`src/rtl/core/shp_pkg.sv`:
```
// ----------------------------------------------------------------------------
// shp_pkg
// Shared types and constants of the 3x3 sharpen block: request structs,
// register indexes, field widths and the stage-one control group.
// ----------------------------------------------------------------------------
package shp_pkg;

    localparam int MAX_WIDTH_DEF  = 4096;
    localparam int PIXEL_BITS_DEF = 16;
    localparam int HEIGHT_LIMIT   = 4096;

    localparam int PIX_IO_BITS   = 16;
    localparam int SIZE_BITS     = 13;
    localparam int CLIP_BITS     = 16;
    localparam int ROW_BITS      = 13;
    localparam int CFG_IDX_BITS  = 2;
    localparam int CFG_DATA_BITS = 16;

    localparam logic [CFG_IDX_BITS-1:0] REG_FRAME_WIDTH  = 2'd0;
    localparam logic [CFG_IDX_BITS-1:0] REG_FRAME_HEIGHT = 2'd1;
    localparam logic [CFG_IDX_BITS-1:0] REG_CLIP_LEVEL   = 2'd2;

    localparam logic ACT_PIXEL = 1'b0;

    typedef struct packed {
        logic                   action;
        logic [PIX_IO_BITS-1:0] pixel_in;
    } t_in_req;

    typedef struct packed {
        logic [PIX_IO_BITS-1:0] pixel_out;
        logic                   frame_end;
    } t_out_req;

    typedef struct packed {
        logic is_pixel;
        logic emit;
        logic border;
        logic use_win;
        logic frame_end;
        logic mem_ok;
    } t_s1_ctl;

endpackage

```
`src/rtl/core/shp_dp.sv`:
```
// ----------------------------------------------------------------------------
// shp_dp
// Datapath: line buffer write-back, neighborhood window, Laplacian sum,
// saturation and the output register, with per-stage flow control.
// ----------------------------------------------------------------------------
module shp_dp #(
    parameter int MAX_WIDTH  = shp_pkg::MAX_WIDTH_DEF,
    parameter int PIXEL_BITS = shp_pkg::PIXEL_BITS_DEF
) (
    input  logic                          i_clk,
    input  logic                          i_rst_n,
    input  logic                          i_s1_valid,
    input  shp_pkg::t_s1_ctl              i_s1_ctl,
    input  logic [$clog2(MAX_WIDTH)-1:0]  i_s1_addr,
    input  logic [PIXEL_BITS-1:0]         i_s1_pix,
    input  logic [2*PIXEL_BITS-1:0]       i_rd_data,
    input  logic [PIXEL_BITS-1:0]         i_clip_lim,
    input  logic                          i_out_ready,
    output logic                          o_s1_en,
    output logic                          o_wr_en,
    output logic [$clog2(MAX_WIDTH)-1:0]  o_wr_addr,
    output logic [2*PIXEL_BITS-1:0]       o_wr_data,
    output logic                          o_out_valid,
    output shp_pkg::t_out_req             o_out_req
);

    import shp_pkg::*;

    localparam int SW = PIXEL_BITS + 4;

    logic [PIXEL_BITS-1:0] r_win0, r_win1, r_win2, r_win4;

    logic                  r_s2_valid;
    logic                  r_s2_sharp;
    logic                  r_s2_end;
    logic [PIXEL_BITS-1:0] r_s2_pass;
    logic signed [SW-1:0]  r_s2_sum;

    logic                  r_o_valid;
    logic [PIXEL_BITS-1:0] r_o_pix;
    logic                  r_o_end;

    logic                  en_out, en2, s1_go;
    logic [PIXEL_BITS-1:0] top, mid, pass, clamped;
    logic signed [SW-1:0]  sum, lim_s;

    assign en_out = !r_o_valid || i_out_ready;
    assign en2 = !r_s2_valid || en_out;
    assign o_s1_en = !i_s1_valid || en2;
    assign s1_go = i_s1_valid && en2;

    always_comb begin
        top = i_s1_ctl.mem_ok ? i_rd_data[2*PIXEL_BITS-1:PIXEL_BITS] : '0;
        mid = i_s1_ctl.mem_ok ? i_rd_data[PIXEL_BITS-1:0] : '0;
        pass = (i_s1_ctl.is_pixel || i_s1_ctl.use_win) ? r_win1 : mid;
        sum = $signed(SW'(r_win1) << 2) + $signed(SW'(r_win1))
            - $signed(SW'(r_win0)) - $signed(SW'(r_win2))
            - $signed(SW'(r_win4)) - $signed(SW'(mid));
    end

    assign o_wr_en = s1_go && i_s1_ctl.is_pixel;
    assign o_wr_addr = i_s1_addr;
    assign o_wr_data = {mid, i_s1_pix};

    always_comb begin
        lim_s = $signed(SW'(i_clip_lim));
        if (r_s2_sum < 0) begin
            clamped = '0;
        end else if (r_s2_sum >= lim_s) begin
            clamped = i_clip_lim;
        end else begin
            clamped = r_s2_sum[PIXEL_BITS-1:0];
        end
    end

    always_ff @(posedge i_clk) begin
        if (!i_rst_n) begin
            r_win0 <= '0;
            r_win1 <= '0;
            r_win2 <= '0;
            r_win4 <= '0;
            r_s2_valid <= 1'b0;
            r_o_valid <= 1'b0;
        end else begin
            if (s1_go && i_s1_ctl.is_pixel) begin
                r_win4 <= r_win1;
                r_win0 <= top;
                r_win1 <= mid;
                r_win2 <= i_s1_pix;
            end
            if (en2) begin
                r_s2_valid <= s1_go && i_s1_ctl.emit;
            end
            if (en_out) begin
                r_o_valid <= r_s2_valid;
            end
        end
    end

    always_ff @(posedge i_clk) begin
        if (en2) begin
            r_s2_sharp <= i_s1_ctl.is_pixel && !i_s1_ctl.border;
            r_s2_end <= i_s1_ctl.frame_end;
            r_s2_pass <= pass;
            r_s2_sum <= sum;
        end
        if (en_out) begin
            r_o_pix <= r_s2_sharp ? clamped : r_s2_pass;
            r_o_end <= r_s2_end;
        end
    end

    assign o_out_valid = r_o_valid;
    assign o_out_req.pixel_out = PIX_IO_BITS'(r_o_pix);
    assign o_out_req.frame_end = r_o_end;

endmodule

```
`config.mk`:
```
export PLATFORM = sky130hd
export DESIGN_NAME = shp_dp
export DESIGN_NICKNAME = d
export VERILOG_FILES = /design/src/rtl/core/shp_pkg.sv /design/src/rtl/core/shp_dp.sv
export SDC_FILE = /design/constraint.sdc
export NUM_CORES = 1
export LEC_CHECK = 0
export ABC_AREA = 1
export ABC_CLOCK_PERIOD_IN_PS = 8500
export BUFFER_PORTS_ARGS = -buffer_cell sky130_fd_sc_hd__buf_4
export CAP_MARGIN = 40
export CORE_ASPECT_RATIO = 0.5
export CORE_MARGIN = 3
export CORE_UTILIZATION = 61
export CTS_CLUSTER_DIAMETER = 200
export CTS_CLUSTER_SIZE = 16
export DETAILED_ROUTE_END_ITERATION = 7
export HOLD_SLACK_MARGIN = 0.06
export PLACE_DENSITY = 0.91
export SLEW_MARGIN = 10
export SYNTH_ARGS = -nofsm -noshare
export SYNTH_HDL_FRONTEND = slang
export SYNTH_SLANG_ARGS = --single-unit
```
`constraint.sdc`:
```
create_clock -name i_clk -period 8.5 [get_ports i_clk]
set_input_delay 0 -clock i_clk [delete_from_list [all_inputs] [get_ports i_clk]]
set_output_delay 0 -clock i_clk [all_outputs]
set_load 0.05 [all_outputs]
```
==> run metrics <==
Remaining DRCs=0; Hold WC Path Type=input pin to flop; Clock Sinks=121; Worst Max-Slew Pin Slew=0.789 ns; Clock Skew=0.0137 ns; CP endpoint kind=flop; fmax=0.264 GHz; htree depth=4; largest net degree at the start of global routing=101; crit-path cells=inv_1, fa_1, inv_1, fa_1, inv_1, fa_1, inv_1, ha_1, a21o_1, a31oi_1, o21ai_2, nand3_1, nand2_1, xor2_1; Netlist cell types=37; critical path's largest stage delay=0.54 ns; Final setup viols=0; core area=12800 µm²; fraction of layout cells with a size suffix above 1=16.6%; Inserted Diodes=0; DR vias=7119; Worst setup SP type=flop; IO Pins=150; Worst EP arrival=3.94 ns; most common cell after layout, fill and taps aside=inv_1; input/output buffers=125; Clk Latency, worst-skew pair=0.42 ns; Row Count=29; global-route usage over all layers=31.3%; Clock transition at path regs=0.06 ns; CTS max path bufs=2; CTS buffer count=17; TNS Setup=0 ns; synth warn=0; register area share after synthesis=36.7%; CTS tree=yes; Synth Flop Type=dfxtp_1; final RePlAce weighted congestion=0.975; maximum vdd drop=0.174 mV; Avg Cell Area, Syn=8.70 µm²; CP most frequent cell=inv_1; vias in the first global route=6907; Cell Pwr Density=284 nW/µm²; # Post-CTS Setup Buffers=0; total wire length=23000 µm; via/cell ratio=5.51; final period utilization=44.5%; status=complete, no violations; die height=87.5 µm; Req. time, crit path=8.65 ns; DRT antenna net count=0; drt first pass iters=5; 1st-iter DRT viols=801; CP Buf/Inv Count=4; first-pass GRT wire length=35600 µm; endpoints failing hold=0; commonest cells after routing, fill and taps aside=inv_1, buf_4, nand2_1, a21oi_1, dlygate4sd3_1; flop and latch count out of synthesis=121; Area growth syn-to-layout=27.6%; Die W=169 µm; area of the mapped netlist=8100 µm²; share of flip-flops with an asynchronous set or reset=0%; RSZ-0062 raised after global routing=no; DR WL/cell=17.8 µm; CP Class=flop to flop; Top delay family on crit path=adder cells; Leak=4.95 nW; die area=14800 µm²; Max FO, Critical Path=4; Initial Utilization=63.3%; maxcap violations=0; number of synthesized flops with an enable pin=55; Setup WS post-layout=4.71 ns; Min Hold Slack=0.0814 ns; HPWL Detailed=14900 µm; slew margin rel.=47.3%; flop-to-flop setup slack=4.71 ns; pre-CTS setup slack=4.76 ns; Final #Nets=1295; initial antenna violation count=1; Power, Total=2.94 mW; Syn Nets=1119; root buffer cell=clkbuf_16; synthesized instance count=932; Worst path slowest cell=fa_1; Max Slew Vio Count=0; Congestion Overflow GR=0; min Tclk post-route=3.79 ns
## through the flow
step	instance area, µm²	cells	utilization [%]
after floorplan	8100	932	-
after global placement	8900	1171	69.5
after detailed placement	8940	1173	69.8
after CTS	10300	1291	80.7
after global routing	10300	1291	80.7
final	10300	1291	80.7
## layout make-up
cell class | instances | area [µm²]
clock inverters | 13 | 106
clock buffers | 19 | 433
flip-flops and latches | 121 | 2970
well taps | 170 | 213
multi-input cells | 528 | 3910
inverters | 224 | 841
fillers | 733 | 2470
repair buffers | 216 | 1860
## sequential cells by signal (all words and copies together) (netlist names)
register / flops
r_s2_end: 1
r_s2_sum: 20
o_out_valid: 1
r_s2_valid: 1
r_win1: 16
r_s2_sharp: 1
r_win2: 16
r_win4: 16
r_o_pix: 16
r_s2_pass: 16
r_win0: 16
r_o_end: 1
## logic make-up after synthesis
group,after synthesis,synth area share [%]
buf+inv,283,15.1
simple gates,217,12.1
compound gates,191,12.7
flops,121,36.7
fa+ha+maj,101,21.3
xor+xnor,19,2.05
## tightest hold or removal path, delay by kind of cell
kind            cells  cell delay, ns
compound gates      2            0.21
buf+inv             1            0.23
## power breakdown
part / internal, mW / switching, mW / leakage, nW / total, mW
Sequential: 0.766 / 0.0499 / 1.16 / 0.815
Combinational: 0.522 / 0.925 / 3.53 / 1.45
Clock: 0.398 / 0.276 / 0.256 / 0.674
Total: 1.69 / 1.25 / 4.95 / 2.94
## per-layer routing
metal | global-route usage, % | routed length, µm
met1 | 42.1 | 9590
met5 | 0 | 13
met3 | 8.34 | 2350
met4 | 8.54 | 555
met2 | 51.5 | 10500
## repair_timing
item,4_1_cts,5_1_grt
resized for setup,0,0
endpoints found under the hold margin,73,0
hold buffers,86,0
setup endpoints to repair,0,0
## worst paths after layout
kind,from,endpoint,cells after the start
setup / recovery,r_win1[5],r_s2_sum[12],14
hold / removal,i_s1_ctl[0],r_win0[1],3
setup reg to reg,r_win1[5],r_s2_sum[12],14
hold reg to reg,r_s2_end,r_o_end,0
## synthesized netlist by cell type, drive strengths merged (2+ instances only)
cell    count  area share [%]
xnor2       6            0.65
nand3      46             3.0
o21ai      74             4.6
fa         62              15
nor3        2            0.26
a21oi      90             5.6
nor2       26             1.2
dfxtp      66              16
buf        45             4.1
xor2       13             1.4
a21boi      2            0.23
clkinv      3            0.14
o21bai      4            0.37
a211oi     15             1.4
edfxtp     55              20
a31oi       2            0.15
nand2     138             6.9
a21o        3            0.28
inv       221              10
nand4       5            0.65
clkbuf     14            0.65
ha         39             6.0
No activity file was read; power rests on OpenSTA's default activity.
