### config.mk
export PLATFORM = sky130hd
export DESIGN_NAME = shp_ctrl
export DESIGN_NICKNAME = d
export VERILOG_FILES = /design/src/rtl/core/shp_pkg.sv /design/src/rtl/core/shp_ctrl.sv
export SDC_FILE = /design/constraint.sdc
export NUM_CORES = 1
export LEC_CHECK = 0
export ABC_CLOCK_PERIOD_IN_PS = 13500
export BUFFER_PORTS_ARGS = -buffer_cell sky130_fd_sc_hd__buf_2
export CAP_MARGIN = 0
export CORE_ASPECT_RATIO = 0.9
export CORE_MARGIN = 1
export CORE_UTILIZATION = 65
export DETAILED_ROUTE_END_ITERATION = 6
export PLACE_DENSITY = 0.85
export SYNTH_ARGS = -nofsm -noshare
export SYNTH_HDL_FRONTEND = slang
export SYNTH_SLANG_ARGS = --single-unit
### constraint.sdc
create_clock -name i_clk -period 13.5 [get_ports i_clk]
set_input_delay 4.05 -clock i_clk [delete_from_list [all_inputs] [get_ports i_clk]]
set_output_delay 4.05 -clock i_clk [all_outputs]
set_load 0.005 [all_outputs]
### src/rtl/core/shp_pkg.sv
// ----------------------------------------------------------------------------
// shp_pkg
// Shared types and constants of the 3x3 sharpen block: request structs,
// register indexes, field widths and the stage-one control group.
// ----------------------------------------------------------------------------
package shp_pkg;

    localparam int MAX_WIDTH_DEF  = 4096;
    localparam int PIXEL_BITS_DEF = 16;
    localparam int HEIGHT_LIMIT   = 4096;

    localparam int PIX_IO_BITS   = 16;
    localparam int SIZE_BITS     = 13;
    localparam int CLIP_BITS     = 16;
    localparam int ROW_BITS      = 13;
    localparam int CFG_IDX_BITS  = 2;
    localparam int CFG_DATA_BITS = 16;

    localparam logic [CFG_IDX_BITS-1:0] REG_FRAME_WIDTH  = 2'd0;
    localparam logic [CFG_IDX_BITS-1:0] REG_FRAME_HEIGHT = 2'd1;
    localparam logic [CFG_IDX_BITS-1:0] REG_CLIP_LEVEL   = 2'd2;

    localparam logic ACT_PIXEL = 1'b0;

    typedef struct packed {
        logic                   action;
        logic [PIX_IO_BITS-1:0] pixel_in;
    } t_in_req;

    typedef struct packed {
        logic [PIX_IO_BITS-1:0] pixel_out;
        logic                   frame_end;
    } t_out_req;

    typedef struct packed {
        logic is_pixel;
        logic emit;
        logic border;
        logic use_win;
        logic frame_end;
        logic mem_ok;
    } t_s1_ctl;

endpackage

### src/rtl/core/shp_ctrl.sv
// ----------------------------------------------------------------------------
// shp_ctrl
// Configuration registers, raster and output position counters, line
// buffer fill count and the stage-one request register.
// ----------------------------------------------------------------------------
module shp_ctrl #(
    parameter int MAX_WIDTH  = shp_pkg::MAX_WIDTH_DEF,
    parameter int PIXEL_BITS = shp_pkg::PIXEL_BITS_DEF
) (
    input  logic                               i_clk,
    input  logic                               i_rst_n,
    input  logic                               i_cfg_we,
    input  logic [shp_pkg::CFG_IDX_BITS-1:0]   i_cfg_idx,
    input  logic [shp_pkg::CFG_DATA_BITS-1:0]  i_cfg_data,
    input  logic                               i_accept,
    input  shp_pkg::t_in_req                   i_in_req,
    input  logic                               i_s1_en,
    output logic [$clog2(MAX_WIDTH)-1:0]       o_rd_addr,
    output logic                               o_s1_valid,
    output shp_pkg::t_s1_ctl                   o_s1_ctl,
    output logic [$clog2(MAX_WIDTH)-1:0]       o_s1_addr,
    output logic [PIXEL_BITS-1:0]              o_s1_pix,
    output logic [PIXEL_BITS-1:0]              o_clip_lim
);

    import shp_pkg::*;

    localparam int CW = $clog2(MAX_WIDTH);
    localparam int WB = $clog2(MAX_WIDTH + 1);

    logic [SIZE_BITS-1:0] r_frame_width, n_frame_width;
    logic [SIZE_BITS-1:0] r_frame_height, n_frame_height;
    logic [CLIP_BITS-1:0] r_clip_level, n_clip_level;

    logic [CW-1:0]       r_col, n_col;
    logic [ROW_BITS-1:0] r_row, n_row;
    logic [CW-1:0]       r_ecol, n_ecol;
    logic [ROW_BITS-1:0] r_erow, n_erow;
    logic [WB-1:0]       r_fill, n_fill;

    logic                  r_s1_valid;
    t_s1_ctl               r_s1_ctl;
    logic [CW-1:0]         r_s1_addr;
    logic [PIXEL_BITS-1:0] r_s1_pix;

    logic [WB-1:0]       w_eff, w_m1, col_nx, ecol_nx;
    logic [ROW_BITS-1:0] h_eff, h_m1;
    logic                s0_go;
    t_s1_ctl             s0_ctl;
    logic [CW-1:0]       s0_addr;

    always_comb begin
        if (r_frame_width < SIZE_BITS'(3)) begin
            w_eff = WB'(3);
        end else if (32'(r_frame_width) > 32'(MAX_WIDTH)) begin
            w_eff = WB'(MAX_WIDTH);
        end else begin
            w_eff = WB'(r_frame_width);
        end
        if (r_frame_height < SIZE_BITS'(3)) begin
            h_eff = ROW_BITS'(3);
        end else if (32'(r_frame_height) > 32'(HEIGHT_LIMIT)) begin
            h_eff = ROW_BITS'(HEIGHT_LIMIT);
        end else begin
            h_eff = ROW_BITS'(r_frame_height);
        end
        w_m1 = w_eff - WB'(1);
        h_m1 = h_eff - ROW_BITS'(1);
        col_nx = WB'(r_col) + WB'(1);
        ecol_nx = WB'(r_ecol) + WB'(1);
    end

    always_comb begin
        if (32'(r_clip_level) > ((32'd1 << PIXEL_BITS) - 32'd1)) begin
            o_clip_lim = '1;
        end else begin
            o_clip_lim = PIXEL_BITS'(r_clip_level);
        end
    end

    always_comb begin
        n_col = r_col;
        n_row = r_row;
        n_ecol = r_ecol;
        n_erow = r_erow;
        n_fill = r_fill;
        n_frame_width = r_frame_width;
        n_frame_height = r_frame_height;
        n_clip_level = r_clip_level;
        s0_go = 1'b0;
        s0_ctl = '0;
        s0_addr = r_col;

        if (i_accept) begin
            if (r_row >= h_eff) begin
                // tail of the frame: border pixels from the buffers
                s0_go = 1'b1;
                s0_ctl.emit = 1'b1;
                s0_ctl.use_win = (r_erow != h_m1);
                s0_ctl.frame_end = (r_erow == h_m1) && (WB'(r_ecol) == w_m1);
                s0_ctl.mem_ok = (WB'(r_ecol) < r_fill);
                s0_addr = r_ecol;
                if (s0_ctl.frame_end) begin
                    n_col = '0;
                    n_row = '0;
                    n_ecol = '0;
                    n_erow = '0;
                end else if (ecol_nx >= w_eff) begin
                    n_ecol = '0;
                    n_erow = r_erow + ROW_BITS'(1);
                end else begin
                    n_ecol = CW'(ecol_nx);
                end
            end else if (i_in_req.action == ACT_PIXEL) begin
                s0_go = 1'b1;
                s0_ctl.is_pixel = 1'b1;
                s0_ctl.mem_ok = (WB'(r_col) < r_fill);
                s0_ctl.emit = (r_row >= ROW_BITS'(2))
                           || ((r_row == ROW_BITS'(1)) && (r_col != '0));
                s0_ctl.border = (r_erow == '0) || (r_erow >= h_m1)
                             || (r_ecol == '0) || (WB'(r_ecol) >= w_m1);
                if (s0_ctl.emit) begin
                    if (ecol_nx >= w_eff) begin
                        n_ecol = '0;
                        n_erow = r_erow + ROW_BITS'(1);
                    end else begin
                        n_ecol = CW'(ecol_nx);
                    end
                end
                if (col_nx > r_fill) begin
                    n_fill = col_nx;
                end
                if (col_nx >= w_eff) begin
                    n_col = '0;
                    n_row = r_row + ROW_BITS'(1);
                end else begin
                    n_col = CW'(col_nx);
                end
            end
        end

        if (i_cfg_we) begin
            case (i_cfg_idx)
                REG_FRAME_WIDTH: begin
                    n_frame_width = SIZE_BITS'(i_cfg_data);
                    n_col = '0;
                    n_row = '0;
                    n_ecol = '0;
                    n_erow = '0;
                end
                REG_FRAME_HEIGHT: begin
                    n_frame_height = SIZE_BITS'(i_cfg_data);
                    n_col = '0;
                    n_row = '0;
                    n_ecol = '0;
                    n_erow = '0;
                end
                REG_CLIP_LEVEL: begin
                    n_clip_level = CLIP_BITS'(i_cfg_data);
                end
                default: begin
                end
            endcase
        end
    end

    always_ff @(posedge i_clk) begin
        if (!i_rst_n) begin
            r_frame_width <= SIZE_BITS'(4096);
            r_frame_height <= SIZE_BITS'(4096);
            r_clip_level <= CLIP_BITS'(65535);
            r_col <= '0;
            r_row <= '0;
            r_ecol <= '0;
            r_erow <= '0;
            r_fill <= '0;
            r_s1_valid <= 1'b0;
        end else begin
            r_frame_width <= n_frame_width;
            r_frame_height <= n_frame_height;
            r_clip_level <= n_clip_level;
            r_col <= n_col;
            r_row <= n_row;
            r_ecol <= n_ecol;
            r_erow <= n_erow;
            r_fill <= n_fill;
            if (i_s1_en) begin
                r_s1_valid <= s0_go;
            end
        end
    end

    always_ff @(posedge i_clk) begin
        if (i_s1_en) begin
            r_s1_ctl <= s0_ctl;
            r_s1_addr <= s0_addr;
            r_s1_pix <= i_in_req.pixel_in[PIXEL_BITS-1:0];
        end
    end

    assign o_rd_addr = s0_addr;
    assign o_s1_valid = r_s1_valid;
    assign o_s1_ctl = r_s1_ctl;
    assign o_s1_addr = r_s1_addr;
    assign o_s1_pix = r_s1_pix;

endmodule

==> qor.yml <==
layout:
  num-nets-final: 1317
  synthToLayoutAreaGrowth_pct: 12.34
  final_layout_size_suffix_gt1_frac: 0.1439
  final_area_um2: 10610
  layout.area.seq_um2: 3143
  fin_util: 0.7524
  diodes: 0
  multiInputGateArea_um2: 5941
  fillCellCount: 1041
logic_synthesis:
  synthArstFlopShare: 0
  synth-edff-count: 34
  mappedNetlistArea_um2: 9448
  synthCells: 1090
  mappedNetlistNets: 1239
  synthFlopType: "sky130_fd_sc_hd__dfxtp_1"
  post_synth_num_cell_types: 83
  mean_post_synth_cell_area_um2: 8.668
  count_of_state_elements_after_synthesis: 140
  ys_warn_count: 0
  ys_seq_area_frac: 0.3327
clock_network:
  worstSkewPairLatency_ns: 0.43
  worst_setup_hold_path_clk_slew_ns: 0.06
  cts-resized-gates: 0
  cts_tree: "yes"
  clk_root_buffer_cell: "sky130_fd_sc_hd__clkbuf_16"
  postCtsSetupBuffers: 0
  htreeDepth: 4
  cts_num_sinks: 140
  post_cts_hold_buffer_count: 0
  cts_made_buffers: 17
  cts-root-to-sink-buffers: 2
timing:
  finalSetupTns_ns: 0
  max_freq_mhz: 105.6
  unrepaired_setup_endpoints_after_global_routing: "no"
  setup_violations: 0
  post-route-min-period_ns: 9.471
  final.period_utilization: 0.7015
  worst_pin_slew_ns: 1.175
  worst_clock_skew_ns: 0.007795
  hold_slack_ns: 0.4687
  slew_headroom: 0.2166
  finalHoldViolCount: 0
  final-max-slew-violation-count: 0
power:
  leakagePower_nw: 4.443
  power.ir.vdd_worst_v: 0.00008630
  power_density_nw_per_um2: 98.52
floorplanning:
  die_height_um: 116.4
  floorplan.io_pins: 103
  die_width_um: 129.1
  floorplan.die_area_um2: 15020
  floorplan.rows: 41
  design.core.area_um2: 14110
  floorplan.initialDensity: 0.6697
routing:
  detailedRoute.firstPassIterationCount: 7
  drt_iter0_markers: 1065
  final_routed_wire_length_divided_by_cell_count_um: 18.60
  num_vias: 8799
  final_antenna_net_count: 0
  vias_per_cell: 6.404
  drc: 2
  wirelength_um: 25560
global_routing:
  all_layer_gr_usage: 0.3572
  antenna_found_initial: 0
  grt_max_degree: 59
  first_global_vias: 8123
  globalRouteOverflowTotal: 0
  first_pass_grt_wire_length_um: 41380
critical_path:
  timing.critical_path.mode_cell: "sky130_fd_sc_hd__buf_2"
  peak_fanout_along_the_critical_path: 16
  critPathRequiredTime_ns: 9.45
  timing.critical_path.arrival_ns: 5.42
  critPathKind: "primary input to primary output"
  critical-path-slowest-cell: "sky130_fd_sc_hd__nand2_1"
  crit_path_max_incr_delay_ns: 0.47
  startpoint_type: "primary input"
  cp_cell_sequence: "buf_2 > nand2_1 > mux2_2 > buf_2"
  critPathCaptureType: "primary output"
min_path:
  min_delay_path_class: "flip-flop to flip-flop"
job:
  max-cap-violations: 0
placed_design:
  gp_congestion: 0.9413
  dpl.hpwl_um: 19070
  placement.cell_area_um2: 10050
  io_buffers: 102
status:
  outcome: "finished, violations left"
  failing_checks: "DRC"
==> per-layer routing <==
metal,GRT usage,vias to the layer above,part of all wire
met3,0.08108,71,0.11
met1,0.4886,4044,0.44
met4,0.1349,0,0.026
li1,-,4167,-
met2,0.5517,517,0.42
met5,0,-,0
==> area by class of cell <==
type,instances,share of cell area
Clock buffer,17,0.04008
Clock inverter,15,0.01309
Inverter,45,0.01591
Multi-Input combinational cell,856,0.5597
Sequential cell,140,0.2961
Tap cell,193,0.02275
Timing Repair Buffer,108,0.05234
==> final timing paths <==
| kind | startpoint | to | slack, ns | cells past startpoint |
|---|---|---|---|---|
| worst max register to register | r_frame_width[11]$_SDFFE_PN0P_ | r_erow[9]$_SDFF_PN0_ | 8.23 | 18 |
| worst min-delay path | o_clip_lim[0]$_SDFFE_PN1P_ | o_clip_lim[0]$_SDFFE_PN1P_ | 0.47 | 2 |
| worst min register to register | o_clip_lim[0]$_SDFFE_PN1P_ | o_clip_lim[0]$_SDFFE_PN1P_ | 0.47 | 2 |
| worst max-delay path | i_accept | o_rd_addr[2] | 4.03 | 4 |
==> per-stage QoR <==
stage | setup WS (ns) | power, W | std cells
after global routing | 3.858 | 0.001082 | 1374
after CTS | 4.023 | 0.001047 | 1374
after global placement | 4.091 | 0.0006002 | 1342
final | 4.029 | 0.001046 | 1374
after floorplan | 4.353 | 0.0005575 | 1090
after detailed placement | 4.045 | 0.0006045 | 1342
==> worst max-delay path: cells and delay by family <==
family	cells	cell delay, ns
buf+inv	2	0.44
mux	1	0.44
simple gates	1	0.47
==> power by group <==
part / leakage [nW] / switching [W] / internal [W]
Clock: 0.270 / 0.000191 / 0.000255
Sequential: 1.20 / 0.0000133 / 0.000444
Combinational: 2.98 / 0.0000870 / 0.0000559
==> Yosys cell counts (3+ instances only) <==
| master | count | share of area |
|---|---|---|
| sky130_fd_sc_hd__a31o_2 | 3 | 0.0028 |
| sky130_fd_sc_hd__inv_1 | 44 | 0.017 |
| sky130_fd_sc_hd__and4_1 | 6 | 0.0056 |
| sky130_fd_sc_hd__buf_2 | 3 | 0.0016 |
| sky130_fd_sc_hd__a41oi_1 | 3 | 0.0028 |
| sky130_fd_sc_hd__o32ai_1 | 3 | 0.0028 |
| sky130_fd_sc_hd__nor2_1 | 61 | 0.024 |
| sky130_fd_sc_hd__and3_1 | 16 | 0.011 |
| sky130_fd_sc_hd__xor2_1 | 7 | 0.0065 |
| sky130_fd_sc_hd__o21ai_1 | 5 | 0.0026 |
| sky130_fd_sc_hd__mux2i_1 | 15 | 0.016 |
| sky130_fd_sc_hd__o41a_1 | 4 | 0.0048 |
| sky130_fd_sc_hd__dfxtp_1 | 106 | 0.22 |
| sky130_fd_sc_hd__nor2b_1 | 23 | 0.015 |
| sky130_fd_sc_hd__o31ai_1 | 3 | 0.0024 |
| sky130_fd_sc_hd__clkbuf_1 | 43 | 0.017 |
| sky130_fd_sc_hd__o2111ai_1 | 4 | 0.0037 |
| sky130_fd_sc_hd__o21a_1 | 13 | 0.010 |
| sky130_fd_sc_hd__o21ai_0 | 31 | 0.016 |
| sky130_fd_sc_hd__nor4_1 | 13 | 0.0086 |
| sky130_fd_sc_hd__ha_1 | 109 | 0.14 |
| sky130_fd_sc_hd__and2_1 | 10 | 0.0066 |
| sky130_fd_sc_hd__nand4_1 | 25 | 0.017 |
| sky130_fd_sc_hd__nand2b_1 | 14 | 0.0093 |
| sky130_fd_sc_hd__a2bb2oi_1 | 4 | 0.0037 |
| sky130_fd_sc_hd__nand2_1 | 159 | 0.063 |
| sky130_fd_sc_hd__xnor2_1 | 27 | 0.025 |
| sky130_fd_sc_hd__nand3_1 | 63 | 0.033 |
| sky130_fd_sc_hd__a211oi_1 | 12 | 0.0095 |
| sky130_fd_sc_hd__a21o_1 | 23 | 0.018 |
| sky130_fd_sc_hd__nor4b_1 | 3 | 0.0028 |
| sky130_fd_sc_hd__edfxtp_1 | 34 | 0.11 |
| sky130_fd_sc_hd__or4_1 | 12 | 0.0095 |
| sky130_fd_sc_hd__buf_4 | 3 | 0.0024 |
| sky130_fd_sc_hd__a31oi_1 | 6 | 0.0040 |
| sky130_fd_sc_hd__a21oi_1 | 41 | 0.022 |
| sky130_fd_sc_hd__nand4b_1 | 4 | 0.0037 |
| sky130_fd_sc_hd__o211ai_1 | 7 | 0.0056 |
| sky130_fd_sc_hd__mux2_2 | 9 | 0.011 |
| sky130_fd_sc_hd__a21boi_0 | 29 | 0.023 |
| sky130_fd_sc_hd__a22o_1 | 8 | 0.0074 |
| sky130_fd_sc_hd__nor3_1 | 25 | 0.013 |
| sky130_fd_sc_hd__or3_1 | 4 | 0.0026 |
==> layout by cell type (no fill, tap or decap), types with 6 or more instances in the layout <==
| master | Yosys | final |
|---|---|---|
| sky130_fd_sc_hd__nand2_1 | 159 | 159 |
| sky130_fd_sc_hd__ha_1 | 109 | 109 |
| sky130_fd_sc_hd__dfxtp_1 | 106 | 106 |
| sky130_fd_sc_hd__buf_2 | 3 | 102 |
| sky130_fd_sc_hd__nand3_1 | 63 | 63 |
| sky130_fd_sc_hd__nor2_1 | 61 | 61 |
| sky130_fd_sc_hd__inv_1 | 44 | 44 |
| sky130_fd_sc_hd__a21oi_1 | 41 | 41 |
| sky130_fd_sc_hd__edfxtp_1 | 34 | 34 |
| sky130_fd_sc_hd__o21ai_0 | 31 | 31 |
| sky130_fd_sc_hd__a21boi_0 | 29 | 29 |
| sky130_fd_sc_hd__xnor2_1 | 27 | 27 |
| sky130_fd_sc_hd__nand4_1 | 25 | 25 |
| sky130_fd_sc_hd__nor3_1 | 25 | 25 |
| sky130_fd_sc_hd__nor2b_1 | 23 | 23 |
| sky130_fd_sc_hd__a21o_1 | 23 | 23 |
| sky130_fd_sc_hd__clkbuf_16 | 0 | 17 |
| sky130_fd_sc_hd__and3_1 | 16 | 16 |
| sky130_fd_sc_hd__mux2i_1 | 15 | 15 |
| sky130_fd_sc_hd__nand2b_1 | 14 | 14 |
| sky130_fd_sc_hd__nor4_1 | 13 | 13 |
| sky130_fd_sc_hd__o21a_1 | 13 | 13 |
| sky130_fd_sc_hd__a211oi_1 | 12 | 12 |
| sky130_fd_sc_hd__or4_1 | 12 | 12 |
| sky130_fd_sc_hd__and2_1 | 10 | 10 |
| sky130_fd_sc_hd__mux2_2 | 9 | 9 |
| sky130_fd_sc_hd__a22o_1 | 8 | 8 |
| sky130_fd_sc_hd__xor2_1 | 7 | 7 |
| sky130_fd_sc_hd__o211ai_1 | 7 | 7 |
| sky130_fd_sc_hd__and4_1 | 6 | 6 |
| sky130_fd_sc_hd__a31oi_1 | 6 | 6 |
| sky130_fd_sc_hd__buf_4 | 3 | 6 |
==> cells by family (layout without fill, tap and decap cells) <==
| logic type | after synthesis | after routing | share of synthesized area |
|---|---|---|---|
| xor gates and xnor gates | 34 | 34 | 0.03152 |
| adders and majority gates | 109 | 109 | 0.1444 |
| AOI/OAI and AO/OA | 238 | 238 | 0.1870 |
| muxes | 25 | 25 | 0.02781 |
| and+or+nand+nor | 450 | 450 | 0.2377 |
| DFF | 140 | 140 | 0.3327 |
| buffers and inverters | 94 | 185 | 0.03893 |
==> registers in the layout, summed over array words and instances (netlist names) <==
signal	count
o_s1_pix	16
o_s1_addr	12
r_row	13
r_frame_width	13
o_s1_ctl	6
r_frame_height	13
o_s1_valid	1
o_clip_lim	16
r_ecol	12
r_col	12
r_erow	13
r_fill	13
No activity file was read; power rests on OpenSTA's default activity.
